--- src/hdl/lbp3_pkg.sv ---
// ----------------------------------------------------------------------------
// lbp3_pkg
// Shared widths, register codes and the LBP code function for the 3x3
// local binary pattern transform.
// ----------------------------------------------------------------------------
package lbp3_pkg;

  localparam int PIX_W         = 8;
  localparam int CODE_W        = 8;
  localparam int COL_OUT_W     = 10;
  localparam int ROW_OUT_W     = 12;
  localparam int FRAME_W_W     = 11;
  localparam int FRAME_H_W     = 13;
  localparam int MAX_WIDTH_DEF = 1024;
  localparam int MAX_HEIGHT    = 4096;
  localparam int RESET_WIDTH   = 1024;
  localparam int RESET_HEIGHT  = 1024;
  localparam int MIN_DIM       = 3;
  localparam int CFG_IDX_W     = 8;
  localparam int CFG_DATA_W    = 13;

  typedef enum logic [CFG_IDX_W-1:0] {
    CFG_FRAME_WIDTH  = 8'd0,
    CFG_FRAME_HEIGHT = 8'd1
  } cfg_reg_e;

  typedef logic [PIX_W-1:0] pix_t;

  // Neighbors in code order, MSB first:
  // (r+1,c+1) (r+1,c) (r+1,c-1) (r,c-1) (r-1,c-1) (r-1,c) (r-1,c+1) (r,c+1)
  function automatic logic [CODE_W-1:0] lbp_code(input pix_t centre,
                                                 input pix_t nb [CODE_W]);
    logic [CODE_W-1:0] code;
    code = '0;
    for (int i = 0; i < CODE_W; i++) begin
      code[CODE_W-1-i] = (centre < nb[i]);
    end
    return code;
  endfunction

endpackage

--- src/hdl/lbp3_window.sv ---
// ----------------------------------------------------------------------------
// lbp3_window
// 3x3 pixel window. Shifts in one column per step and gives the LBP code of
// the window centre as it stands after the shift.
// ----------------------------------------------------------------------------
module lbp3_window (
  input  logic                  clk_i,
  input  logic                  rst_ni,
  input  logic                  shift_i,
  input  lbp3_pkg::pix_t        top_i,
  input  lbp3_pkg::pix_t        mid_i,
  input  lbp3_pkg::pix_t        bot_i,
  output logic [lbp3_pkg::CODE_W-1:0] code_o
);
  import lbp3_pkg::*;

  // row major, top row first, newest column last
  pix_t win_q [9];
  pix_t win_d [9];
  pix_t nb [CODE_W];

  always_comb begin
    for (int r = 0; r < 3; r++) begin
      win_d[r*3 + 0] = win_q[r*3 + 1];
      win_d[r*3 + 1] = win_q[r*3 + 2];
    end
    win_d[2] = top_i;
    win_d[5] = mid_i;
    win_d[8] = bot_i;
  end

  always_comb begin
    nb[0] = win_d[8];
    nb[1] = win_d[7];
    nb[2] = win_d[6];
    nb[3] = win_d[3];
    nb[4] = win_d[0];
    nb[5] = win_d[1];
    nb[6] = win_d[2];
    nb[7] = win_d[5];
  end

  assign code_o = lbp_code(win_d[4], nb);

  always_ff @(posedge clk_i or negedge rst_ni) begin
    if (!rst_ni) begin
      for (int i = 0; i < 9; i++) win_q[i] <= '0;
    end else if (shift_i) begin
      win_q <= win_d;
    end
  end

endmodule

--- config.mk ---
export PLATFORM = sky130hd
export DESIGN_NAME = lbp3_window
export DESIGN_NICKNAME = d
export VERILOG_FILES = /design/src/hdl/lbp3_pkg.sv /design/src/hdl/lbp3_window.sv
export SDC_FILE = /design/constraint.sdc
export NUM_CORES = 1
export LEC_CHECK = 0
export BUFFER_PORTS_ARGS = -buffer_cell sky130_fd_sc_hd__buf_4
export CORE_UTILIZATION = 45
export CTS_CLUSTER_DIAMETER = 30
export CTS_CLUSTER_SIZE = 10
export DETAILED_ROUTE_END_ITERATION = 10
export SETUP_SLACK_MARGIN = 0.05
export SLEW_MARGIN = 20
export SYNTH_ARGS = -nofsm -noshare
export SYNTH_HDL_FRONTEND = slang
export SYNTH_SLANG_ARGS = --single-unit
--- constraint.sdc ---
create_clock -name clk_i -period 1.6 [get_ports clk_i]
set_input_delay 0.24 -clock clk_i [delete_from_list [all_inputs] [get_ports clk_i]]
set_output_delay 0.24 -clock clk_i [all_outputs]
set_load 0.05 [all_outputs]
## Word level (Yosys, flattened, before mapping)

Cells that the tools add are included.

- Bits in registers: 48
- Logic and storage cells: 14

- Magnitude comparators: 8

Operators with widths:

| operator | count |
|---|---|
| $lt 8x8->1 | 8 |

## Depth between registers and ports, before layout

Gate-level depths: netlist of run 1.

- Depth in word-level cells: 1
- Mapped depth: 5
- Mapped depth without buffers: 5

## Least setup slack after synthesis of run 1

OpenSTA, ideal clock, no wires.

- Path type: register to output
- From: register win_q, in the netlist win_d[38]
- To: output port code_o[3] in the netlist's numbering
- Slack: -0.594 ns
- Buffers on the path: 0
- Data arrival time: 1.954 ns
- Cell stages (with the launch flop): 5
- Data required time: 1.360 ns
- Cells stage by stage: dfrtp_1 > ha_1 > a21o_1 > a21o_1 > a41oi_1

- Cells in the longest elaborated chain, start to end: 1

Ends and longest elaborated chain:

| item | line | RTL |
|---|---|---|
| start, declared | lbp3_window.sv:18 | `pix_t win_q [9];` |
| start signal, assigned | lbp3_window.sv:49 | `win_q <= win_d;` |
| $lt 8x8->1 | lbp3_pkg.sv:36 | `code[CODE_W-1-i] = (centre < nb[i]);` |
| end, declared | lbp3_window.sv:13 | `output logic [lbp3_pkg::CODE_W-1:0] code_o` |

Every way passes these cells.

## Worst setup path after layout of run 1

- From: register win_q, in the netlist win_d[38]
- To: output port code_o[0] in the netlist's numbering

The elaborated chain is that of the path after synthesis.

==> results.yml, run 1 <==
sta:
  fin_crit_sh_pct: 132
  grt_setup_unrepaired: "true"
  max_freq_ghz: 0.473
  hold_ws_ns: 0.151
  worst_slack_ns: -0.513
  final-hold-violation-count: 0
  slew_violations: 0
  setup_violations: 8
  fin_skew_ns: 0.00640
  slew_headroom_pct: 57.8
  period_needed_ns: 2.11
  finalSetupTns_ns: -3.97
  worst_slew_pin_slew_ns: 0.632
detailed_routing:
  drt.antenna.violating_nets: 0
  drt_iter0_markers: 93
  routed_via_density: 5.13
  vias: 2387
  wl_mm: 6.76
  routedWlPerCell_um: 14.5
  drt_first_pass_iters: 6
  remaining_drc_errors: 0
setup_path:
  worst_setup_path_start_kind: "flop"
  worst_ep_arrival_time_ns: 1.87
  critPathKind: "flop to output port"
  required_ns: 1.36
  cp-end-kind: "output port"
  cp_cell_sequence: "buf_12 -> ha_4 -> a21o_1 -> a21o_1 -> a41oi_4 -> buf_6"
  path_buf_inv: 2
  cp_slowest_cell: "dfrtp_4"
  crit_path_frequent_cell: "a21o_1"
  critPathTopFamily: "flip-flops"
  cp_max_fo: 3
  slowest_delay_ns: 0.51
synthesis:
  synth_warnings: 0
  synthTopCellsByArea: "dfrtp_1 (39%), ha_1 (23%), inv_1 (6.8%)"
  synth-seq-area-share_pct: 39.0
  synthesis.nets: 401
  ys_seq_elements: 48
  yosysTopAreaCellShare_pct: 39.0
  netlist_instances: 318
  yosysUniqueCellTypes: 20
  synth_top_cell_by_area: "dfrtp_1"
  netlist_area_um2: 3080
  syn_area_per_cell_um2: 9.69
cts:
  root_buffer: "clkbuf_8"
  htreeDepth: 2
  clk_latency_ns: 0.30
  clk_pin_slew_ns: 0.09
  cts_buffer_depth: 2
  cts_tree: "built"
  cts-buffers-inserted: 5
  clock-sinks: 48
power_and_ir_drop:
  power_uw: 3810
  leakage_uw: 0.00206
  vdd_ir_drop_max_mv: 0.810
  powerDensity_nw_per_um2: 903
grt:
  grt_pass1_wl_mm: 11.9
  grtUsageTotal_pct: 21.1
  grt_pass1_vias: 2455
  overflow: 0
  antenna_found_initial: 0
  grt_max_degree: 49
floorplan:
  core_um2: 6490
  floorplan.initialDensity_pct: 47.4
  die_w_um: 84.8
  dieArea_um2: 7180
  fp-row-count: 29
  pin_count: 35
  dieHeight_um: 84.8
layout:
  n_antenna_cell: 0
  drive_above_1_share_pct: 36.3
  postLayoutCellArea_um2: 4220
  fillerInstances: 548
  fin_nets: 470
  area_growth_pct: 36.8
placed_design:
  gp_congestion: 0.789
  placed_area_um2: 3840
  dp_worst_setup_slack_ns: -0.314
  dp_hpwl_mm: 4.73
  io_buffers: 34
status:
  status: "finished, violations left"
  violations: "setup timing"
hold_path:
  hold_class: "input pin to flop"
flow_run:
  maxCapViolations: 0
-- registers in the layout, summed over array words and instances, names as in the netlist --
signal  flops
nb         40
win_d       8
-- power breakdown --
group | total [uW] | internal, uW | switching (uW)
Combinational | 1610 | 769 | 839
Sequential | 1440 | 1340 | 94.0
Clock | 760 | 346 | 414
-- synthesized netlist by cell type --
library cell,count
o211ai_1,7
ha_1,56
nand4_1,1
o21ai_0,37
clkbuf_1,4
a211oi_2,7
a211oi_1,2
nand2_1,35
a21o_1,14
o22ai_1,1
nand2b_1,8
a41oi_1,7
nor2_1,2
dfrtp_1,48
inv_1,56
mux2_2,13
o21ai_1,7
a21oi_1,7
nor3_1,1
buf_2,5
-- cells by family (layout without fill, tap and decap cells) --
family | Yosys count | in the layout | share of synthesized area, %
flops | 48 | 48 | 39.0
simple gates | 47 | 47 | 6.50
compound gates | 89 | 89 | 18.9
buf+inv | 65 | 135 | 8.12
fa+ha+maj | 56 | 56 | 22.7
mux | 13 | 13 | 4.75
-- stage by stage --
| stage | utilization (%) | instances |
|---|---|---|
| global route | 64.9 | 465 |
| global placement | 59.1 | 445 |
| CTS | 64.0 | 464 |
| floorplan | - | 318 |
| detailed placement | 59.1 | 445 |
| finish | 64.9 | 465 |
-- area by class of cell --
class | instances | area, um^2 | share of cell area (%)
Inverter | 56 | 210 | 4.99
Timing Repair Buffer | 71 | 586 | 13.9
Tap cell | 77 | 96.3 | 2.29
Clock buffer | 6 | 82.6 | 1.96
Clock inverter | 2 | 10.0 | 0.237
Multi-Input combinational cell | 205 | 2020 | 47.9
Sequential cell | 48 | 1210 | 28.7
-- metal layers --
| metal | vias to the layer above | part of all wire (%) | wire [um] | GRT usage [%] |
|---|---|---|---|---|
| met5 | - | 0 | 0 | 0 |
| met4 | 0 | 0.61 | 41 | 3.24 |
| met3 | 4 | 3.3 | 221 | 3.54 |
| met2 | 37 | 45 | 3060 | 33.9 |
| met1 | 1118 | 51 | 3430 | 30.5 |
| li1 | 1228 | - | - | - |
-- path summary, 6_finish.rpt --
kind	from	end	slack, ns	depth (start not counted)
worst max-delay path	win_d[38]	code_o[0]	-0.51	6
worst min-delay path	top_i[3]	nb[19]	0.15	3
worst max register to register	win_d[33]	win_d[33]	0.55	3
worst min register to register	nb[21]	nb[29]	0.48	2
max in group asynchronous	rst_ni	win_d[38]	0.61	2
min in group asynchronous	rst_ni	nb[26]	0.49	2
-- cell usage in the layout, fill, tap and decap left out, types with 2 or more instances in the layout --
master / netlist / routed
dfrtp_1: 48 / 42
nor2_1: 2 / 2
a21o_1: 14 / 14
dfrtp_2: 0 / 5
o211ai_1: 7 / 7
o21ai_1: 7 / 2
inv_1: 56 / 56
clkinv_2: 0 / 2
ha_4: 0 / 15
buf_4: 0 / 59
mux2_2: 13 / 13
ha_1: 56 / 41
clkbuf_8: 0 / 6
nand2_1: 35 / 35
o21ai_0: 37 / 35
a21oi_2: 0 / 4
o21ai_2: 0 / 7
a41oi_4: 0 / 7
a21oi_1: 7 / 3
a211oi_2: 7 / 9
buf_6: 0 / 10
nand2b_1: 8 / 8
-- timing repair --
item / 4_1_cts / 5_1_grt
pin swaps: 22 / 11
endpoints found under the setup margin: 8 / 8
gates cloned: 0 / 0
resized for setup: 31 / 7
hold buffers: 1 / 0
endpoints found under the hold margin: 48 / 0
setup buffers: 10 / 1
-- worst min-delay path, cell delays in order --
cell and delay [ns]:
buf_4 0.08, nand2_1 0.04, o21ai_0 0.06
No activity file was read; power rests on OpenSTA's default activity.
==> inputs of run 2 (changes only) <==
Settings changed: CELL_PAD_IN_SITES_DETAIL_PLACEMENT set to 0, CELL_PAD_IN_SITES_GLOBAL_PLACEMENT set to 1, PLACE_DENSITY_LB_ADDON set to 0.1, RECOVER_POWER set to 25.
Clock period 1.6 ns to 2.2 ns, I/O delays scaled along.
==> run 2 against run 1 <==
Against the previous run: the flow now finishes without violations; power is 26% lower; die area stayed put; global-route usage is 0.54 points lower; count of clock-buffer cells in the layout is 1 lower; clock power is 14% lower; final area is 0.74% lower; via count is 2.0% lower; largest cell class unchanged; utilization is 0.48 points lower; largest power group unchanged; sequential cell count stayed put; setup slack better by 0.53 ns; sequential power is 28% lower.
==> results.yml, run 2 (synthesis results as in run 1) <==
status:
  status: "finished clean"
placed_design:
  io_buffers: 34
  dp_hpwl_mm: 4.47
  gp_congestion: 0.761
detailed_routing:
  drt.antenna.violating_nets: 0
  drt_iter0_markers: 110
  wl_mm: 7.01
  drt_first_pass_iters: 6
  remaining_drc_errors: 0
  routedWlPerCell_um: 15.9
  vias: 2339
  routed_via_density: 5.29
cts:
  clk_pin_slew_ns: 0.09
  cts-buffers-inserted: 5
  holdBufCountCts: 0
  htreeDepth: 2
  cts_tree: "built"
  root_buffer: "clkbuf_8"
  clk_latency_ns: 0.30
  cts_buffer_depth: 2
  clock-sinks: 48
power_and_ir_drop:
  powerDensity_nw_per_um2: 672
  internal-power_uw: 1840
  vdd_ir_drop_max_mv: 0.331
  leakage_uw: 0.00196
  pwr-share-clk_pct: 23.1
  seqPwrFrac_pct: 37.0
  p_comb_share_pct: 40.0
  net-switching-power_uw: 977
  switching_share_pct: 34.7
floorplan:
  dieHeight_um: 84.8
  pin_count: 35
  core_um2: 6490
  dieArea_um2: 7180
  die_w_um: 84.8
  fp-row-count: 29
  floorplan.initialDensity_pct: 47.4
layout:
  largest_reg_flops: 40
  seqCellArea_um2: 1210
  fin_nets: 447
  fillerInstances: 530
  n_antenna_cell: 0
  area_growth_pct: 35.8
  drive_above_1_share_pct: 36.7
  final_common_cell: "inv_1"
  mostFrequentLayoutCells: "inv_1 (56), dfrtp_1 (41), o21ai_0 (36)"
  multi_input_area_um2: 2110
sta:
  hold_ws_ns: 0.232
  slew_headroom_pct: 17.7
  slew_violations: 0
  max_freq_ghz: 0.459
  period_needed_ns: 2.18
  finalSetupTns_ns: 0
  fin_crit_sh_pct: 99.1
  grt_setup_unrepaired: "true"
  final-hold-violation-count: 0
  worst_slew_pin_slew_ns: 1.23
  setup_violations: 0
  fin_skew_ns: 0.00535
flow_run:
  maxCapViolations: 0
grt:
  grt_pass1_vias: 2372
  grt_max_degree: 66
  grtUsageTotal_pct: 20.6
  grt_pass1_wl_mm: 11.4
  antenna_found_initial: 0
  overflow: 0
setup_path:
  cp_max_fo: 4
  required_ns: 1.87
  worst_setup_path_start_kind: "flop"
  cp-end-kind: "output port"
  worst_ep_arrival_time_ns: 1.85
  critPathKind: "flop to output port"
  r2r_slack_ns: 1.20
hold_path:
  hold_class: "input pin to flop"
[run 2: final timing paths]
kind                            startpoint        end  depth (start not counted)
worst max-delay path             win_d[36]  code_o[6]                          6
min in group asynchronous           rst_ni     nb[43]                          1
max in group asynchronous           rst_ni  win_d[34]                          1
worst min-delay path              top_i[1]     nb[17]                          3
worst max register to register   win_d[36]  win_d[36]                          2
worst min register to register      nb[49]     nb[41]                          2
[run 2: what timing repair did]
| action | CTS | global route |
|---|---|---|
| setup buffers | 8 | 5 |
| pin swaps | 25 | 24 |
| resized for setup | 59 | 17 |
| setup endpoints to repair | 8 | 8 |
[run 2: layout make-up]
| type | instances | area share (%) |
|---|---|---|
| Timing Repair Buffer | 48 | 10.6 |
| Clock inverter | 3 | 1.02 |
| Clock buffer | 5 | 1.64 |
| Multi-Input combinational cell | 205 | 50.5 |
| Tap cell | 77 | 2.30 |
| Sequential cell | 48 | 28.9 |
| Inverter | 56 | 5.02 |
[run 2: power groups by stage]
| stage | clock network, uW | logic, uW | registers (uW) |
|---|---|---|---|
| 3_5_place_dp | 0 | 811 | 1080 |
| 5_1_grt | 702 | 1240 | 1050 |
| 4_1_cts | 672 | 1020 | 1050 |
| 3_3_place_gp | 0 | 793 | 1070 |
| 2_1_floorplan | 0 | 599 | 1050 |
| 6_report | 650 | 1120 | 1040 |
[run 2: through the flow]
step	util (%)	power (uW)	cells	instance area, um^2	setup slack [ns]
floorplan	-	1640	318	3140	0.197
detailed placement	53.3	1890	421	3460	0.193
CTS	61.7	2740	437	4010	0.0336
finish	64.4	2810	442	4180	0.0191
global route	64.4	2990	442	4180	-0.0679
global placement	53.3	1870	421	3460	0.211
[run 2: critical path, stage by stage (launching register included)]
cell	delay [ns]
dfrtp_2	0.47
buf_12	0.15
ha_4	0.26
o211ai_1	0.12
o21ai_2	0.24
a41oi_2	0.14
buf_6	0.18
[run 2: per-layer routing]
metal	vias to the layer above	global-route usage (%)	part of all wire, %
met5	-	0	0
met4	0	5.86	2.2
met3	12	3.15	2.4
met2	36	36.1	49
met1	1117	26.3	46
li1	1174	-	-
==> inputs of run 3 (changes only) <==
Settings changed: CELL_PAD_IN_SITES_DETAIL_PLACEMENT 0 to not set, CELL_PAD_IN_SITES_GLOBAL_PLACEMENT 1 to not set, CTS_CLUSTER_SIZE 10 to not set, PLACE_DENSITY_LB_ADDON 0.1 to not set.
==> run 3 against run 2 <==
Against the previous run: critical endpoint is now code_o[3]; largest power group is now registers; combinational power fell by 14%; sequential cell count is the same; utilization is 5.5 points lower; critical path type unchanged; power decreased by 8.9%; clock skew is 0.0032 ns higher; final cell count down 2.3%; routed wire length decreased by 8.4%; fmax grew 0.32%; setup slack better by 0.0069 ns; hold slack improved by 0.0035 ns.
==> results.yml, run 3 (synthesis results as in run 1) <==
detailed_routing:
  drt_iter0_markers: 60
  remaining_drc_errors: 0
  wl_mm: 6.43
  vias: 2296
  drt.antenna.violating_nets: 0
  routedWlPerCell_um: 14.9
  drt_first_pass_iters: 6
  routed_via_density: 5.31
placed_design:
  dp_worst_setup_slack_ns: 0.176
  gp_congestion: 0.792
  dp_hpwl_mm: 4.44
  placed_area_um2: 3460
  io_buffers: 34
layout:
  mostFrequentLayoutCells: "inv_1 (56), ha_1 (44), dfrtp_1 (41)"
  largest_reg_flops: 40
  n_antenna_cell: 0
  postLayoutCellArea_um2: 3830
  area_growth_pct: 24.2
  fin_nets: 437
  final_common_cell: "inv_1"
  drive_above_1_share_pct: 27.9
sta:
  finalSetupTns_ns: 0
  worst_slack_ns: 0.0260
  slew_headroom_pct: 17.9
  hold_ws_ns: 0.235
  final-hold-violation-count: 0
  period_needed_ns: 2.17
  worst_slew_pin_slew_ns: 1.23
  slew_violations: 0
  grt_setup_unrepaired: "true"
  fin_crit_sh_pct: 98.8
  fin_skew_ns: 0.00854
  max_freq_ghz: 0.460
  setup_violations: 0
power_and_ir_drop:
  power_uw: 2560
  net-switching-power_uw: 895
  seqPwrFrac_pct: 41.2
  vdd_ir_drop_max_mv: 0.302
  powerDensity_nw_per_um2: 670
  switching_share_pct: 34.9
  p_comb_share_pct: 37.4
  internal-power_uw: 1670
  pwr-share-clk_pct: 21.4
  leakage_uw: 0.00188
cts:
  cts-buffers-inserted: 5
  cts_tree: "built"
  cts_buffer_depth: 2
  clk_latency_ns: 0.30
  holdBufCountCts: 0
  clock-sinks: 48
  htreeDepth: 2
  clk_pin_slew_ns: 0.09
  root_buffer: "clkbuf_8"
floorplan:
  floorplan.initialDensity_pct: 47.4
  die_w_um: 84.8
  dieHeight_um: 84.8
  pin_count: 35
  core_um2: 6490
  dieArea_um2: 7180
  fp-row-count: 29
setup_path:
  slowest_delay_ns: 0.51
  critPathKind: "flop to output port"
  cp_slowest_cell: "dfrtp_2"
  worstRegToRegCells: 2
  cp-end-kind: "output port"
  worst_setup_path_start_kind: "flop"
  worst_ep_arrival_time_ns: 1.84
  required_ns: 1.87
  cp_cell_sequence: "ha_1 -> a211oi_2 -> o21ai_2 -> a41oi_2 -> buf_6"
  critPathTopFamily: "compound AO/OA/AOI/OAI gates"
  crit_cells: 5
  cp_max_fo: 6
  path_buf_inv: 1
hold_path:
  holdPathStages: 3
  hold_class: "input pin to flop"
grt:
  grt_pass1_wl_mm: 11.2
  antenna_found_initial: 0
  overflow: 0
  grtUsageTotal_pct: 19.8
  grt_pass1_vias: 2347
  grt_max_degree: 64
status:
  status: "finished clean"
flow_run:
  maxCapViolations: 0
run 3: timing repair:
| item | 4_1_cts | 5_1_grt |
|---|---|---|
| hold endpoints to repair | 0 | 0 |
| setup buffers | 3 | 0 |
| pin swaps | 19 | 5 |
| resized for setup | 40 | 7 |
| cloned | 0 | 0 |
| endpoints found under the setup margin | 8 | 8 |
run 3: worst min-delay path: stages:
cell and delay (ns):
buf_4 0.08, nand2_1 0.04, o21ai_0 0.05
run 3: layout make-up:
cell class | count | area (um^2)
Tap cell | 77 | 96.3
Clock buffer | 8 | 90.1
Fill cell | 563 | 2670
Sequential cell | 48 | 1210
Timing Repair Buffer | 38 | 328
Multi-Input combinational cell | 205 | 1890
Inverter | 56 | 210
run 3: stage by stage:
step           instances  util (%)
6_report             432      58.9
5_1_grt              432      58.9
4_1_cts              432      58.7
3_5_place_dp         421      53.3
3_3_place_gp         421      53.3
2_1_floorplan        318         -
run 3: routing by layer:
layer	vias up	global-route usage, %	part of all wire [%]
met3	12	2.85	2.5
li1	1162	-	-
met1	1086	26.0	48
met4	0	6.47	1.7
met2	36	33.5	48
met5	-	0	0
run 3: path summary, 6_finish.rpt:
path                           start         to  slack, ns
setup reg to reg           win_d[33]  win_d[33]       1.14
hold reg to reg               nb[53]     nb[45]       0.49
min in group asynchronous     rst_ni     nb[42]       0.28
max in group asynchronous     rst_ni  win_d[39]       1.08
hold / removal              bot_i[1]     nb[49]       0.24
setup / recovery           win_d[33]  code_o[3]       0.03
run 3: power groups by stage:
stage	logic (uW)	clock network, uW	registers (uW)
after floorplan	599	0	1050
after detailed placement	813	0	1070
after CTS	949	578	1050
final	959	549	1060
after global routing	1080	596	1070
after global placement	797	0	1070
